[config.mk]
export PLATFORM = sky130hd
export DESIGN_NAME = afdc_out_fifo
export DESIGN_NICKNAME = d
export VERILOG_FILES = /design/src/sv/afdc_pkg.sv /design/src/sv/afdc_out_fifo.sv
export SDC_FILE = /design/constraint.sdc
export NUM_CORES = 1
export LEC_CHECK = 0
export ABC_AREA = 0
export BUFFER_PORTS_ARGS = -buffer_cell sky130_fd_sc_hd__buf_2
export CAP_MARGIN = 20
export CORE_ASPECT_RATIO = 2
export CORE_MARGIN = 2
export CORE_UTILIZATION = 57
export DETAILED_ROUTE_END_ITERATION = 7
export PLACE_DENSITY = 0.9
export SYNTH_ARGS = -nofsm -noshare
export SYNTH_HDL_FRONTEND = slang
export SYNTH_SLANG_ARGS = --single-unit
[constraint.sdc]
create_clock -name clk -period 2.3 [get_ports clk]
set_clock_uncertainty 0.05 [all_clocks]
set_input_delay 0.23 -clock clk [delete_from_list [all_inputs] [get_ports clk]]
set_output_delay 0.23 -clock clk [all_outputs]
set_load 0.02 [all_outputs]
[src/sv/afdc_pkg.sv]
// Shared types and constants for the box frustum and distance cull unit.
package afdc_pkg;

  // Fixed field widths of the beats and registers.
  localparam int COORD_W    = 16;
  localparam int COEF_W     = 16;
  localparam int PLANE_W    = 64;
  localparam int PLANE_REGS = 6;
  localparam int CAM_W      = 48;
  localparam int DIST_W     = 34;
  localparam int CFG_IDX_W  = 3;
  localparam int D_SHIFT    = 14;

  // Datapath widths derived from the coordinate and coefficient widths.
  localparam int PROD_W     = COEF_W + COORD_W;
  localparam int ACC_W      = PROD_W + 3;
  localparam int GAP_W      = COORD_W;
  localparam int GAP_SQ_W   = 2 * GAP_W;
  localparam int NEAR_W     = GAP_SQ_W + 2;
  localparam int CTR_W      = COORD_W + 2;
  localparam int CTR_SQ_W   = 2 * CTR_W - 2;
  localparam int TWICE_W    = CTR_SQ_W + 2;

  // Result buffer depth: covers the items in flight plus one waiting beat.
  localparam int FIFO_DEPTH = 4;
  localparam int FIFO_AW    = $clog2(FIFO_DEPTH);
  localparam int OCC_W      = $clog2(FIFO_DEPTH + 1);

  // Configuration register indexes.
  localparam logic [CFG_IDX_W-1:0] REG_PLANE_LAST = 3'd5;
  localparam logic [CFG_IDX_W-1:0] REG_CAMERA     = 3'd6;
  localparam logic [CFG_IDX_W-1:0] REG_MAX_DIST   = 3'd7;

  typedef enum logic [1:0] {
    CULL_NONE    = 2'd0,
    CULL_FRUSTUM = 2'd1,
    CULL_DIST    = 2'd2
  } cull_reason_t;

  typedef struct packed {
    logic signed [COORD_W-1:0] min_x;
    logic signed [COORD_W-1:0] min_y;
    logic signed [COORD_W-1:0] min_z;
    logic signed [COORD_W-1:0] max_x;
    logic signed [COORD_W-1:0] max_y;
    logic signed [COORD_W-1:0] max_z;
    logic                      has_bounds;
  } in_t;

  typedef struct packed {
    logic              visible;
    cull_reason_t      cull_reason;
    logic [DIST_W-1:0] center_dist_sq;
  } out_t;

  typedef logic [PLANE_REGS-1:0][PLANE_W-1:0] plane_bank_t;

  // Configuration state handed from the register file to the datapath.
  typedef struct packed {
    plane_bank_t       planes;
    logic [CAM_W-1:0]  camera;
    logic [DIST_W-1:0] max_dist_sq;
  } cfg_t;

endpackage

[src/sv/afdc_out_fifo.sv]
// Small result buffer that holds finished beats while the receiver stalls.
module afdc_out_fifo (
  input  logic           clk,
  input  logic           rst_n,
  input  logic           wr_en,
  input  afdc_pkg::out_t wr_data,
  input  logic           rd_en,
  output logic           rd_valid,
  output afdc_pkg::out_t rd_data
);
  import afdc_pkg::*;

  out_t               mem_r [FIFO_DEPTH];
  logic [FIFO_AW-1:0] wr_ptr_r;
  logic [FIFO_AW-1:0] rd_ptr_r;
  logic [OCC_W-1:0]   count_r;

  // Pointers and fill count; the writer never pushes into a full buffer.
  always_ff @(posedge clk) begin
    if (!rst_n) begin
      wr_ptr_r <= '0;
      rd_ptr_r <= '0;
      count_r  <= '0;
    end else begin
      if (wr_en) begin
        wr_ptr_r <= (wr_ptr_r == FIFO_AW'(FIFO_DEPTH - 1)) ? '0 : wr_ptr_r + 1'b1;
      end
      if (rd_en) begin
        rd_ptr_r <= (rd_ptr_r == FIFO_AW'(FIFO_DEPTH - 1)) ? '0 : rd_ptr_r + 1'b1;
      end
      count_r <= count_r + OCC_W'(wr_en) - OCC_W'(rd_en);
    end
  end

  // Storage.
  always_ff @(posedge clk) begin
    if (wr_en) begin
      mem_r[wr_ptr_r] <= wr_data;
    end
  end

  assign rd_valid = (count_r != '0);
  assign rd_data  = mem_r[rd_ptr_r];

endmodule
==> impl_results.md <==
* CP max FO at 17
* Vias in the first global route at 3119
* Pins Over Slew Limit at 0
* Syn. warnings at 0
* Die span in y at 147 um
* Top cell type's share of synthesized area at between 70% and 80%
* Flop pwr share at about half
* Cell taking the most area after synthesis: edfxtp_1
* Horiz. Die Dim at 75.6 um
* CTS buffer count at 17
* Max Fclk at 459 MHz
* Initial DRC Count at between 150 and 200
* Cell Pwr Density at approximately 910 nW/um2
* Mapped Avg Cell Area at 24.9 um2
* Worst-Margin Slew at between 0.4 and 0.5 ns
* Req. time, crit path at ~2.0 ns
* Clk sinks at around 160
* Clock buffer depth at 2
* Number of synthesized flops with an enable pin at 148
* Commonest cells post-synth: edfxtp_1, mux4_2, dfxtp_1
* Hold Crit Class: in2reg
* Sw Ratio at 21.6%
* First-pass GRT wire length at 16200 um
* Slowest cell on the critical path: mux4_1
* Max H-tree Level at 4
* Yosys cell types at 19
* Post-synthesis sequential area ratio at 79.2%
* Reg clk slew, reported paths at roughly 0.060 ns
* Crit. End Element: output port
* Largest stage delay, worst path at 0.65 ns
* #FFs+latches synth at about 160
* Slew headroom at roughly 70%
* Layout cell share with drive strength beyond 1 at between 30% and 40%
* Post-route clock period utilization at 94.7%
* Clock share of power at 40.8%
* LEAKAGE at 0.00260 uW
* Starting Density at around three fifths
* Final Cell Area at about 7400 um2
* Most common cell in the netlist: edfxtp_1
* Detailed Routing Iterations Pass 1 at 4
* Diodes inserted at 0
* Post-synth top flop: edfxtp_1
* IO Port Bufs at 78
* Fin nets at 418
* Synth Instances at 235
* Final Hold Fails at 0
* Max_cap viols at 0
* Unrepaired setup endpoints after global routing: no
* Die area at 11100 um2
* Crit path time final at 2.18 ns
* Critical Path, Cell by Cell: buf_4 > mux4_1 > buf_2
* CTS root buf: clkbuf_16
* Total global routing overflow at 0
* Drc violations at 0
* Num rows at 52
* Total negative setup slack at 0 ns
* Setup crit start kind: register
* Initial antenna violation count at 0
* WL final at 10200 um
* Skew-Pair Late Insertion Delay at 0.41 ns
* Wire length per cell at around 20 um
* CP Class: reg2out
* Largest net degree at the start of global routing at 25
* Post-CTS Setup Inserts at 0
* Combinational fraction of design power at 10.2%
* Synthesis-to-layout area growth at 26.6%
* Post-DRT Antenna Nets at 0
* Final RePlAce weighted congestion at 0.683
* Status: completed
* Routed vias at 2806
* Syn Nets at 284
* # IOs at between 70 and 80
* Core ar. at 10000 um2
* Vias per Instance at 5.43
* Maximum vdd drop at 0.657 mV
* Final setup vio count at 0
* Internal power at 5290 uW
* Switching pwr at 1460 uW
* Post-synthesis cell area at 5840 um2
* Largest cells by area after synthesis: edfxtp_1, mux4_2, mux4_1
* CTS tree: yes
* Fin Hold WS at 0.134 ns
* Post-DP HPWL at ~6100 um
* Total GRT Usage at 20.8%
* Arrival time at the worst endpoint at 1.90 ns
* FFs w/ async S/R, synth at 0%
* DP Area at 6430 um2
[sequential cells by signal (all words and copies together) (netlist names), named ones only]
signal	cells
mem_r	148
wr_ptr_r	2
count_r	3
rd_ptr_r	2
[cell type report]
type	count	area, um2
tap	135	169
timing repair buffer	123	886
clock buffer	21	440
multi-input combinational	64	1110
sequential	157	4630
clock inverter	11	144
inverter	6	22.5
fill	601	2620
[stage by stage]
step / setup slack, ns / instances / util (%) / power, uW
final: 0.121 / 517 / 73.8 / 6750
after global routing: 0.0499 / 517 / 73.8 / 6970
after CTS: 0.105 / 517 / 73.8 / 6790
after detailed placement: 0.555 / 447 / 64.2 / 4010
after global placement: 0.568 / 447 / 64.2 / 3980
after floorplan: 0.413 / 235 / - / 3790
[worst max-delay path, delay by kind of cell (launching register included)]
| family | cells | cell delay [ns] |
|---|---|---|
| flip-flops | 1 | 0.33 |
| multiplexers | 1 | 0.65 |
| buffers and inverters | 2 | 0.50 |
[path summary, 6_finish.rpt]
kind	from	end	slack (ns)	depth (start not counted)
setup / recovery	register	rd_data[31]	0.12	3
hold / removal	wr_en	wr_ptr_r[1]	0.13	3
setup reg to reg	count_r[0]	count_r[2]	0.65	8
hold reg to reg	wr_ptr_r[0]	wr_ptr_r[0]	0.47	2
[what timing repair did]
action / 4_1_cts / 5_1_grt
endpoints found under the hold margin: 149 / 0
resized for setup: 0 / 0
hold buffers: 38 / 0
[cells in the final DEF, fill, tap and decap left out]
cell type	netlist	final
mux2i_1	2	2
nand2b_1	2	2
buf_2	3	78
ha_1	7	7
and2_1	5	1
clkbuf_1	0	4
fa_1	1	1
clkbuf_16	0	17
bufinv_16	0	3
xnor3_1	1	1
nor2_1	4	4
dlygate4sd3_1	0	38
clkinvlp_4	0	3
inv_1	6	6
or3b_2	2	2
dfxtp_2	0	2
edfxtp_1	148	148
mux4_1	7	7
buf_4	0	2
and2_2	0	4
clkinv_4	0	2
buf_12	3	5
clkinv_1	0	1
clkinv_2	0	2
a21oi_1	2	2
dfxtp_1	9	7
mux4_2	30	30
or3_1	1	1
[logic make-up after synthesis]
group | after synthesis | share of synthesized area, %
xor+xnor | 1 | 0.386
simple gates | 14 | 1.41
fa+ha+maj | 8 | 1.84
compound gates | 2 | 0.171
mux | 39 | 15.1
flops | 157 | 79.2
buf+inv | 14 | 1.95
[power by group through the flow]
stage               Combinational [uW]  Clock (uW)  Sequential [uW]
finish                             686        2750             3310
global route                       739        2900             3320
CTS                                697        2780             3310
detailed placement                 642           0             3370
global placement                   622           0             3360
floorplan                          435           0             3350
[per-layer routing]
metal  global-route usage (%)  wire, um  part of all wire (%)
met5                        0         0                     0
met4                     7.81       164                   1.6
met3                     6.10       389                   3.8
met2                     34.8      5800                    57
met1                     24.9      3890                    38
No activity file was read; power rests on OpenSTA's default activity.
